### config.mk
export PLATFORM = sky130hd
export DESIGN_NAME = battery_undervoltage_monitor
export DESIGN_NICKNAME = d
export VERILOG_FILES = /design/src/rtl/bum_pkg.sv /design/src/rtl/bum_hold_timer.sv /design/src/rtl/battery_undervoltage_monitor.sv
export VERILOG_INCLUDE_DIRS = /design/src /design/src/rtl
export SDC_FILE = /design/constraint.sdc
export NUM_CORES = 1
export LEC_CHECK = 0
export ABC_AREA = 1
export BUFFER_PORTS_ARGS = -buffer_cell sky130_fd_sc_hd__buf_2
export CORE_ASPECT_RATIO = 1.2
export CORE_MARGIN = 10
export CORE_UTILIZATION = 45
export CTS_BUF_LIST = sky130_fd_sc_hd__clkbuf_4 sky130_fd_sc_hd__clkbuf_8
export CTS_CLUSTER_SIZE = 25
export DETAILED_ROUTE_END_ITERATION = 16
export PLACE_DENSITY = 0.63
export SYNTH_ARGS = -nofsm -noshare
export SYNTH_HDL_FRONTEND = slang
export SYNTH_SLANG_ARGS = --single-unit
### constraint.sdc
create_clock -name clock -period 12.75 [get_ports clock]
set_clock_uncertainty 0.15 [all_clocks]
set_input_delay 1.275 -clock clock [delete_from_list [all_inputs] [get_ports clock]]
set_output_delay 1.275 -clock clock [all_outputs]
set_load 0.05 [all_outputs]
### src/rtl/assert_macros.svh
// assertion macros shared by the rtl files
`ifndef ASSERT_MACROS_SVH
`define ASSERT_MACROS_SVH

// same-cycle implication, checked outside reset
`define ASSERT_IMPLIES(label, clk, rst, ante, cons, msg) \
   label: assert property (@(posedge clk) disable iff (rst) (ante) |-> (cons)) \
      else $error(msg);

// next-cycle implication, checked outside reset
`define ASSERT_NEXT(label, clk, rst, ante, cons, msg) \
   label: assert property (@(posedge clk) disable iff (rst) (ante) |=> (cons)) \
      else $error(msg);

`endif

### src/rtl/bum_pkg.sv
// shared widths, register indexes and types of the battery undervoltage monitor
package bum_pkg;

   // field widths
   localparam int SAMPLE_W = 12;
   localparam int TIME_W   = 32;
   localparam int MV_W     = 16;
   localparam int SCALE_W  = 16;
   localparam int THR_W    = 16;
   localparam int HOLD_W   = 32;

   // scale is unsigned q8
   localparam int Q_SHIFT = 8;
   localparam int PROD_W  = SAMPLE_W + SCALE_W;

   // stream packing
   localparam int REQ_DATA_W = 48;
   localparam int RSP_DATA_W = 64;

   // configuration port
   localparam int CSR_IDX_W  = 2;
   localparam int CSR_DATA_W = 32;

   localparam logic [CSR_IDX_W-1:0] CSR_MV_PER_COUNT_Q8    = 2'd0;
   localparam logic [CSR_IDX_W-1:0] CSR_FAULT_THRESHOLD_MV = 2'd1;
   localparam logic [CSR_IDX_W-1:0] CSR_HOLD_TIME_MS       = 2'd2;

   localparam logic [SCALE_W-1:0] MV_PER_COUNT_Q8_RESET    = 16'd1180;
   localparam logic [THR_W-1:0]   FAULT_THRESHOLD_MV_RESET = 16'd10000;
   localparam logic [HOLD_W-1:0]  HOLD_TIME_MS_RESET       = 32'd1000;

   localparam logic [MV_W-1:0] MV_MAX = 16'hFFFF;

   // one block verdict handed to the hold timer
   typedef struct packed {
      logic update;
      logic is_low;
   } hold_req_type;

endpackage

### src/rtl/bum_hold_timer.sv
// low-voltage period tracker that raises the fault after the hold time
`include "assert_macros.svh"

module bum_hold_timer (
   input  logic                        clock,
   input  logic                        reset,
   input  bum_pkg::hold_req_type       hold_req,
   input  logic [bum_pkg::TIME_W-1:0]  time_ms,
   input  logic [bum_pkg::HOLD_W-1:0]  hold_time_ms,
   output logic                        fault_out
);
   import bum_pkg::*;

   logic              low_active_ff, low_active_in;
   logic              fault_ff, fault_in;
   logic [TIME_W-1:0] low_since_ff, low_since_in;
   logic [TIME_W-1:0] since_eff;
   logic [TIME_W-1:0] elapsed;
   logic              held_long;

   // start of the low period, this block's time when it only now begins
   assign since_eff = low_active_ff ? low_since_ff : time_ms;
   assign elapsed   = time_ms - since_eff;
   assign held_long = (elapsed >= hold_time_ms);

   // next state of the tracker
   always_comb begin
      low_active_in = low_active_ff;
      low_since_in  = low_since_ff;
      fault_in      = fault_ff;
      if (hold_req.update) begin
         if (hold_req.is_low) begin
            low_active_in = 1'b1;
            low_since_in  = since_eff;
            fault_in      = fault_ff | held_long;
         end else begin
            low_active_in = 1'b0;
            low_since_in  = '0;
            fault_in      = 1'b0;
         end
      end
   end

   // fault as it stands after this block
   assign fault_out = fault_in;

   // control state
   always_ff @(posedge clock) begin
      if (reset) begin
         low_active_ff <= 1'b0;
         fault_ff      <= 1'b0;
      end else begin
         low_active_ff <= low_active_in;
         fault_ff      <= fault_in;
      end
   end

   // timestamp of the low period start
   always_ff @(posedge clock) begin
      low_since_ff <= low_since_in;
   end

   `ASSERT_IMPLIES(a_fault_needs_low, clock, reset, fault_ff, low_active_ff, "fault without low period")
   `ASSERT_NEXT(a_high_clears, clock, reset, hold_req.update && !hold_req.is_low, !low_active_ff && !fault_ff, "high block did not clear")
   `ASSERT_NEXT(a_low_starts, clock, reset, hold_req.update && hold_req.is_low, low_active_ff, "low block did not start period")

endmodule

### src/rtl/battery_undervoltage_monitor.sv
// Battery undervoltage monitor: averages AVG_SAMPLES converter samples per block and, on the
// last sample of each block, returns the truncated average, the battery voltage in mV
// ((average * mv_per_count_q8) >> 8, saturated at 65535), the low-voltage fault and the
// timestamp of that sample. One sample is taken every cycle while req_tready is high;
// samples that do not close a block give no response. A response passes through a pipeline
// of four registers (block sum, average by reciprocal multiply, scale multiply, threshold and
// hold-time check); a stage moves on only when the next is empty or moving, so a waiting
// response can stall the request side too. The user must write configuration through the csr
// port only while no block result is in flight; the block itself does not enforce it.
`include "assert_macros.svh"

module battery_undervoltage_monitor #(
   parameter int AVG_SAMPLES = 16
) (
   input  logic                             clock,
   input  logic                             reset,
   // request stream
   input  logic                             req_tvalid,
   output logic                             req_tready,
   input  logic [bum_pkg::REQ_DATA_W-1:0]   req_tdata,  // sample[11:0], time_ms[43:12]
   // response stream
   output logic                             rsp_tvalid,
   input  logic                             rsp_tready,
   output logic [bum_pkg::RSP_DATA_W-1:0]   rsp_tdata,  // average_raw[11:0], battery_mv[27:12],
                                                        // low_fault[28], read_time_ms[60:29]
   // configuration writes
   input  logic                             csr_we,
   input  logic [bum_pkg::CSR_IDX_W-1:0]    csr_index,
   input  logic [bum_pkg::CSR_DATA_W-1:0]   csr_wdata
);
   import bum_pkg::*;

   localparam int LOG_N   = $clog2(AVG_SAMPLES);
   localparam int SUM_W   = SAMPLE_W + LOG_N;
   localparam int CNT_W   = (LOG_N > 0) ? LOG_N : 1;
   localparam int RECIP_W = SUM_W + 1;
   localparam int DIV_W   = SUM_W + RECIP_W;
   localparam int DIV_SH  = SUM_W + LOG_N;
   // ceil(2^(SUM_W+LOG_N) / AVG_SAMPLES): exact quotient for every block sum
   localparam logic [RECIP_W-1:0] RECIP =
      RECIP_W'(((64'd1 << DIV_SH) + 64'(AVG_SAMPLES) - 64'd1) / 64'(AVG_SAMPLES));
   localparam logic [CNT_W-1:0] LAST_CNT = CNT_W'(AVG_SAMPLES - 1);

   // configuration registers
   logic [SCALE_W-1:0] mv_per_count_q8_ff;
   logic [THR_W-1:0]   fault_threshold_mv_ff;
   logic [HOLD_W-1:0]  hold_time_ms_ff;

   // request fields
   logic [SAMPLE_W-1:0] req_sample;
   logic [TIME_W-1:0]   req_time;
   logic                req_fire;
   logic                block_last;

   // accumulator
   logic [SUM_W-1:0] sum_ff, sum_in;
   logic [CNT_W-1:0] cnt_ff, cnt_in;
   logic [SUM_W-1:0] sum_next;

   // pipeline registers
   logic                s1_valid_ff;
   logic [SUM_W-1:0]    s1_sum_ff;
   logic [TIME_W-1:0]   s1_time_ff;
   logic                s2_valid_ff;
   logic [SAMPLE_W-1:0] s2_avg_ff;
   logic [TIME_W-1:0]   s2_time_ff;
   logic                s3_valid_ff;
   logic [SAMPLE_W-1:0] s3_avg_ff;
   logic [PROD_W-1:0]   s3_prod_ff;
   logic [TIME_W-1:0]   s3_time_ff;
   logic                rsp_valid_ff;
   logic [SAMPLE_W-1:0] rsp_avg_ff;
   logic [MV_W-1:0]     rsp_mv_ff;
   logic                rsp_fault_ff;
   logic [TIME_W-1:0]   rsp_time_ff;

   // stage flow
   logic out_free;
   logic s3_free;
   logic s2_free;
   logic s1_free;

   // datapath
   logic [DIV_W-1:0]    div_prod;
   logic [SAMPLE_W-1:0] avg_q;
   logic [PROD_W-1:0]   scale_prod;
   logic [MV_W-1:0]     mv_sat;
   logic                is_low;
   hold_req_type        hold_req;
   logic                fault_now;

   // configuration writes, out-of-range index ignored
   always_ff @(posedge clock) begin
      if (reset) begin
         mv_per_count_q8_ff    <= MV_PER_COUNT_Q8_RESET;
         fault_threshold_mv_ff <= FAULT_THRESHOLD_MV_RESET;
         hold_time_ms_ff       <= HOLD_TIME_MS_RESET;
      end else if (csr_we) begin
         case (csr_index)
            CSR_MV_PER_COUNT_Q8:    mv_per_count_q8_ff    <= csr_wdata[SCALE_W-1:0];
            CSR_FAULT_THRESHOLD_MV: fault_threshold_mv_ff <= csr_wdata[THR_W-1:0];
            CSR_HOLD_TIME_MS:       hold_time_ms_ff       <= csr_wdata[HOLD_W-1:0];
            default: begin
            end
         endcase
      end
   end

   // each stage moves on when the one after it is empty or moving
   assign out_free = !rsp_valid_ff || rsp_tready;
   assign s3_free  = !s3_valid_ff || out_free;
   assign s2_free  = !s2_valid_ff || s3_free;
   assign s1_free  = !s1_valid_ff || s2_free;

   assign req_tready = s1_free;
   assign req_fire   = req_tvalid && req_tready;
   assign req_sample = req_tdata[SAMPLE_W-1:0];
   assign req_time   = req_tdata[SAMPLE_W +: TIME_W];

   // block accumulation
   assign sum_next   = sum_ff + SUM_W'(req_sample);
   assign block_last = (cnt_ff == LAST_CNT);

   always_comb begin
      sum_in = sum_ff;
      cnt_in = cnt_ff;
      if (req_fire) begin
         if (block_last) begin
            sum_in = '0;
            cnt_in = '0;
         end else begin
            sum_in = sum_next;
            cnt_in = cnt_ff + 1'b1;
         end
      end
   end

   always_ff @(posedge clock) begin
      if (reset) begin
         sum_ff <= '0;
         cnt_ff <= '0;
      end else begin
         sum_ff <= sum_in;
         cnt_ff <= cnt_in;
      end
   end

   // divide by the block length through the reciprocal
   assign div_prod = {{RECIP_W{1'b0}}, s1_sum_ff} * {{SUM_W{1'b0}}, RECIP};
   assign avg_q    = div_prod[DIV_SH +: SAMPLE_W];

   // scale to millivolts with saturation
   assign scale_prod = {{SCALE_W{1'b0}}, s2_avg_ff} * {{SAMPLE_W{1'b0}}, mv_per_count_q8_ff};
   assign mv_sat     = (|s3_prod_ff[PROD_W-1:Q_SHIFT+MV_W]) ? MV_MAX
                                                            : s3_prod_ff[Q_SHIFT +: MV_W];
   assign is_low     = (mv_sat <= fault_threshold_mv_ff);

   // low-voltage hold tracking
   assign hold_req.update = s3_valid_ff && out_free;
   assign hold_req.is_low = is_low;

   bum_hold_timer u_hold_timer (
      .clock        (clock),
      .reset        (reset),
      .hold_req     (hold_req),
      .time_ms      (s3_time_ff),
      .hold_time_ms (hold_time_ms_ff),
      .fault_out    (fault_now)
   );

   // pipeline valid bits
   always_ff @(posedge clock) begin
      if (reset) begin
         s1_valid_ff  <= 1'b0;
         s2_valid_ff  <= 1'b0;
         s3_valid_ff  <= 1'b0;
         rsp_valid_ff <= 1'b0;
      end else begin
         s1_valid_ff <= (s1_valid_ff && !s2_free) || (req_fire && block_last);
         if (s2_free) begin
            s2_valid_ff <= s1_valid_ff;
         end
         if (s3_free) begin
            s3_valid_ff <= s2_valid_ff;
         end
         if (out_free) begin
            rsp_valid_ff <= s3_valid_ff;
         end
      end
   end

   // pipeline payload
   always_ff @(posedge clock) begin
      if (req_fire && block_last) begin
         s1_sum_ff  <= sum_next;
         s1_time_ff <= req_time;
      end
      if (s2_free) begin
         s2_avg_ff  <= avg_q;
         s2_time_ff <= s1_time_ff;
      end
      if (s3_free) begin
         s3_avg_ff  <= s2_avg_ff;
         s3_prod_ff <= scale_prod;
         s3_time_ff <= s2_time_ff;
      end
      if (out_free) begin
         rsp_avg_ff   <= s3_avg_ff;
         rsp_mv_ff    <= mv_sat;
         rsp_fault_ff <= fault_now;
         rsp_time_ff  <= s3_time_ff;
      end
   end

   // response packing
   assign rsp_tvalid = rsp_valid_ff;
   assign rsp_tdata  = {3'b000, rsp_time_ff, rsp_fault_ff, rsp_mv_ff, rsp_avg_ff};

   `ASSERT_NEXT(a_block_close, clock, reset, req_fire && block_last, s1_valid_ff, "closing request lost")
   `ASSERT_IMPLIES(a_count_range, clock, reset, 1'b1, cnt_ff <= LAST_CNT, "block count out of range")
   `ASSERT_IMPLIES(a_zero_avg_mv, clock, reset, rsp_valid_ff && rsp_avg_ff == '0, rsp_mv_ff == '0, "zero average gave nonzero voltage")

endmodule
**Yosys cells after proc, flatten, opt, wreduce, memory -nomap -nowiden**

Index checks and enable logic that the tools add are counted.

- $lt $le $gt $ge: 2
- Add/sub/neg operators: 3
- $mul: 1
- Bitwise operators: 1
- Eq/ne operators: 3
- Multiplexer cells: 7
- Reductions and logical operators: 19
- Div/mod/pow operators: 0
- Shift-type cells: 0

Operators with widths:

| cell | count |
|---|---|
| $ge A32 B32 Y1 | 1 |
| $mux W16 | 2 |
| $mux W32 | 1 |
| $sub A32 B32 Y32 | 1 |
| $mul A12 B16 Y28 | 1 |
| $add A16 B12 Y16 | 1 |
| $le A16 B16 Y1 | 1 |
| $reduce_and A2 Y1 | 3 |
| $logic_not A1 Y1 | 5 |
| $logic_or A1 B1 Y1 | 5 |
| $add A4 B1 Y4 const B | 1 |
| $eq A4 B4 Y1 const B | 1 |
| $logic_and A1 B1 Y1 | 4 |
| $mux W4 | 1 |
| $reduce_or A4 Y1 | 1 |
| $mux W1 | 3 |
| $eq A2 B1 Y1 const B | 1 |
| $eq A2 B2 Y1 const B | 1 |
| $logic_not A2 Y1 | 1 |
| $or A1 B1 Y1 | 1 |

- Bits in writable memories: 0
- Bits in registers: 347
- ROM bits: 0
- Memories kept: 0
- Logic and storage cells: 59
- Input bits: 87
- Output and inout bits: 66
- Bits in latches: 0

**Depth between registers and ports, before layout**

- Depth in word-level cells: 8
- Depth in mapped cells: 29
- Mapped depth without buffers: 28

**Modules after synthesis**

Synthesis repeated with hierarchy kept, for this count alone.

- Cells, all modules: 2341
- Area, all modules: 21575.7 um^2

Modules (own cells, without submodules):

| module | sequential area each (um^2) | cells each | area each (um^2) | times used |
|---|---|---|---|---|
| battery_undervoltage_monitor | 8157.8 | 1768 | 17336.6 | 1 |
| bum_hold_timer | 1001.0 | 573 | 4239.1 | 1 |

**Least setup slack after synthesis**

Ideal clock, no wire load.

- Path type: register -> register
- Start: reg s2_avg_ff[11]
- End: reg s3_prod_ff[20], data pin
- Clock period less this slack: 5.235 ns
- Path slack: 7.515 ns
- Setup time: 0.252 ns
- Data required time: 12.348 ns
- Data arrival time: 4.833 ns
- Path buffers: 2
- Stages on the path, launching flop included: 22
- Cell sequence: edfxtp_1 clkbuf_1 clkbuf_1 nand2_1 fa_1 fa_1 inv_1 fa_1 fa_1 inv_1 fa_1 inv_1 ha_1 a21oi_1 a21boi_0 nor3_1 nor2_1 nand2_2 nand2_1 nand2_1 nand2_1 nand2_1

- Longest elaborated chain between the ends: 1

Ends and longest elaborated chain:

| element | RTL line | text |
|---|---|---|
| from (decl) | battery_undervoltage_monitor.sv:65 | `logic [SAMPLE_W-1:0] s2_avg_ff;` |
| from (signal assigned) | battery_undervoltage_monitor.sv:199 | `s2_avg_ff <= avg_q;` |
| $mul A12 B16 Y28 | battery_undervoltage_monitor.sv:153 | `assign scale_prod = {{SCALE_W{1'b0}}, s2_avg_ff} * {{SAMPLE_W{1'b0}}, mv_per_count_q8_ff};` |
| via scale_prod[20] | battery_undervoltage_monitor.sv:86 | `logic [PROD_W-1:0] scale_prod;` |
| to (signal assigned) | battery_undervoltage_monitor.sv:204 | `s3_prod_ff <= scale_prod;` |
| to (decl) | battery_undervoltage_monitor.sv:69 | `logic [PROD_W-1:0] s3_prod_ff;` |

The timed path passes the listed nets, and every way through them passes these cells.
A chain may end at the register's enable or synchronous reset.

**Worst setup path in the final report**

Same ends and word-level chain as after synthesis.

==> reports/metrics.yaml <==
worst_setup_path:
  worstSetupStartpoint: "s2_avg_ff[11]"
  arrival_ns: 5.95
  r2r_start: "s2_avg_ff[11]"
  cp_max_fo: 17
  cp.required_ns: 12.97
  crit_type: "register to register"
  critPathCaptureType: "register"
  reg2reg_depth: 19
  start_kind: "register"
floorplan:
  die_y_um: 258
  pin_count: 153
  row_count: 87
  start_util_pct: 45.3
  fp.dieArea_mm2: 0.0562
  chipWidth_um: 218
  core_area_mm2: 0.0468
clock_tree:
  cts_setup_buffers: 0
  tritoncts: "done"
  holdBufCountCts: 0
  cts.sinks: 335
  htreeDepth: 2
  ctsResizeCount: 0
  cts.clk_slew.worst_paths_ns: 0.06
  worstSkewPairLatency_ns: 0.64
  cts_made_buffers: 53
  clk_path_buf_depth: 3
  root_buffer: "clkbuf_8"
global_route:
  grt_first_pass_wirelength_um: 82300
  antenna_found_initial: 1
  grt_pass1_vias: 15600
  grt_overflow: 0
  grt_max_degree: 68
  grt_util_all_layers_pct: 18.2
timing:
  setup_violations: 0
  finalSetupTns_ns: 0
  period_needed_ns: 5.73
  timing.fmax_mhz: 175
  rsz0062_at_grt: "false"
  slew_viol_final: 0
  relSlewSlack_pct: 30.3
  tightest_slew_ns: 1.04
  period_share_pct: 44.9
  hold_violations: 0
detailed_routing:
  drt_iter0_markers: 871
  via_per_inst: 5.06
  drc: 0
  firstDrtPassIters: 7
  drt_wl_total_um: 51600
  num_vias: 15300
  route.antenna.remaining_nets: 0
  wl_per_cell_um: 17.0
yosys:
  async_flop_share_pct: 0
  ys_ff_latch: 335
  synth.cell_area_mm2: 0.0212
  ys_warn_count: 0
  syn_area_per_cell_um2: 9.54
  ys_seq_area_share_pct: 43.2
  ys_types: 47
  synth-edff-count: 245
  synthCells: 2223
  ys_dominant_reg_cell: "edfxtp_1"
worst_hold_path:
  min_path_cells: 0
  hold_class: "register to register"
  hp-start: "s3_avg_ff[5]"
power_and_ir_drop:
  p_per_area_mw_per_mm2: 138
  max-vdd-ir-drop_v: 0.0000943
  leakage_nw: 11.0
layout:
  num-nets-final: 2744
  fillCellCount: 4331
  final_cell_mix: "nand2_1, inv_1, edfxtp_1"
  syn2layout_area_growth_pct: 11.4
  final_area_mm2: 0.0236
  final_common_cell: "nand2_1"
  drive_above_1_share_pct: 11.9
placed_design:
  hpwl_um: 40000
  dpl-instance-area_mm2: 0.0225
  place.gp.congestion: 0.908
  io_buffer_count: 145
status:
  status: "complete, no violations"
flow_run:
  cap_viol_max_count: 0
cell usage after synthesis (17+ instances only):
cell type / count / area, um2
xnor2_1: 17 / 149
inv_1: 388 / 1460
fa_1: 141 / 2820
dfxtp_1: 90 / 1800
a21oi_1: 163 / 816
mux2i_1: 31 / 310
o21ai_0: 86 / 430
clkbuf_1: 52 / 195
xor2_1: 29 / 254
nand2_1: 464 / 1740
nor3_1: 19 / 95.1
ha_1: 155 / 1940
nand3_1: 60 / 300
edfxtp_1: 245 / 7360
nor2_1: 141 / 529
worst paths after layout:
check / end / slack [ns]
worst max-delay path: s3_prod_ff[20] / 7.02
worst min-delay path: rsp_avg_ff[5] / 0.26
worst max register to register: s3_prod_ff[20] / 7.02
worst min register to register: rsp_avg_ff[5] / 0.26
stage by stage:
step | hold slack (ns) | utilization (%) | power, W | instances | worst slack [ns]
final | 0.256 | 50.5 | 0.00325 | 3029 | 7.02
after global routing | 0.266 | 50.5 | 0.00346 | 3029 | 6.59
after CTS | 0.260 | 50.5 | 0.00329 | 3028 | 7.01
after detailed placement | 0.255 | 48.1 | 0.00232 | 2929 | 7.03
after global placement | 0.250 | 48.1 | 0.00231 | 2929 | 7.08
after floorplan | 0.250 | - | 0.00206 | 2225 | 7.52
final cells by class:
class | instances | area [um2] | share of cell area, %
Multi-Input combinational cell | 1428 | 10300 | 43.6
Clock buffer | 79 | 975 | 4.13
Sequential cell | 335 | 9160 | 38.8
Clock inverter | 20 | 151 | 0.641
Inverter | 389 | 1460 | 6.18
Antenna cell | 1 | 2.50 | 0.0106
Timing Repair Buffer | 154 | 793 | 3.36
Tap cell | 623 | 779 | 3.30
power breakdown:
part	total, W	internal [W]	switching (W)
registers	0.00130	0.00127	0.0000302
clock network	0.000952	0.000518	0.000434
logic	0.000992	0.000337	0.000655
logic make-up after synthesis:
logic type	Yosys count	synth area share [%]
AND/OR/NAND/NOR	746	14.6
flip-flops	335	43.2
multiplexers	31	1.46
AO/OA/AOI/OAI	306	8.01
adder cells (fa/ha/maj)	296	22.5
XOR/XNOR	46	1.90
buffers and inverters	462	8.33
other	1	0.0177
layer usage:
metal / global-route usage [%] / wire (um) / vias up
met5: 0 / 0 / -
met4: 4.92 / 980 / 0
met3: 3.51 / 2910 / 70
met2: 31.4 / 25700 / 361
met1: 22.9 / 22000 / 7440
li1: - / - / 7463
worst max-delay path, cell delays in order (launching register included):
cell	delay (ns)
edfxtp_1	0.87
nand2_1	0.17
fa_1	0.53
fa_1	0.54
inv_1	0.07
fa_1	0.51
fa_1	0.55
inv_1	0.05
fa_1	0.52
inv_1	0.04
ha_1	0.38
a21oi_1	0.22
a21boi_0	0.29
nor3_1	0.08
nor2_1	0.12
nand2_2	0.09
nand2_1	0.08
nand2_1	0.05
nand2_1	0.06
nand2_1	0.08
flip-flops by register name, summed over array words and instances (netlist names), 16 cells and up:
signal / flops
sum_ff: 16
fault_threshold_mv_ff: 16
s3_time_ff: 32
s1_time_ff: 32
hold_time_ms_ff: 32
s2_time_ff: 32
s3_prod_ff: 20
mv_per_count_q8_ff: 16
rsp_time_ff: 32
u_hold_timer.low_since_ff: 32
rsp_mv_ff: 16
Power figures use the tool's default switching activity.
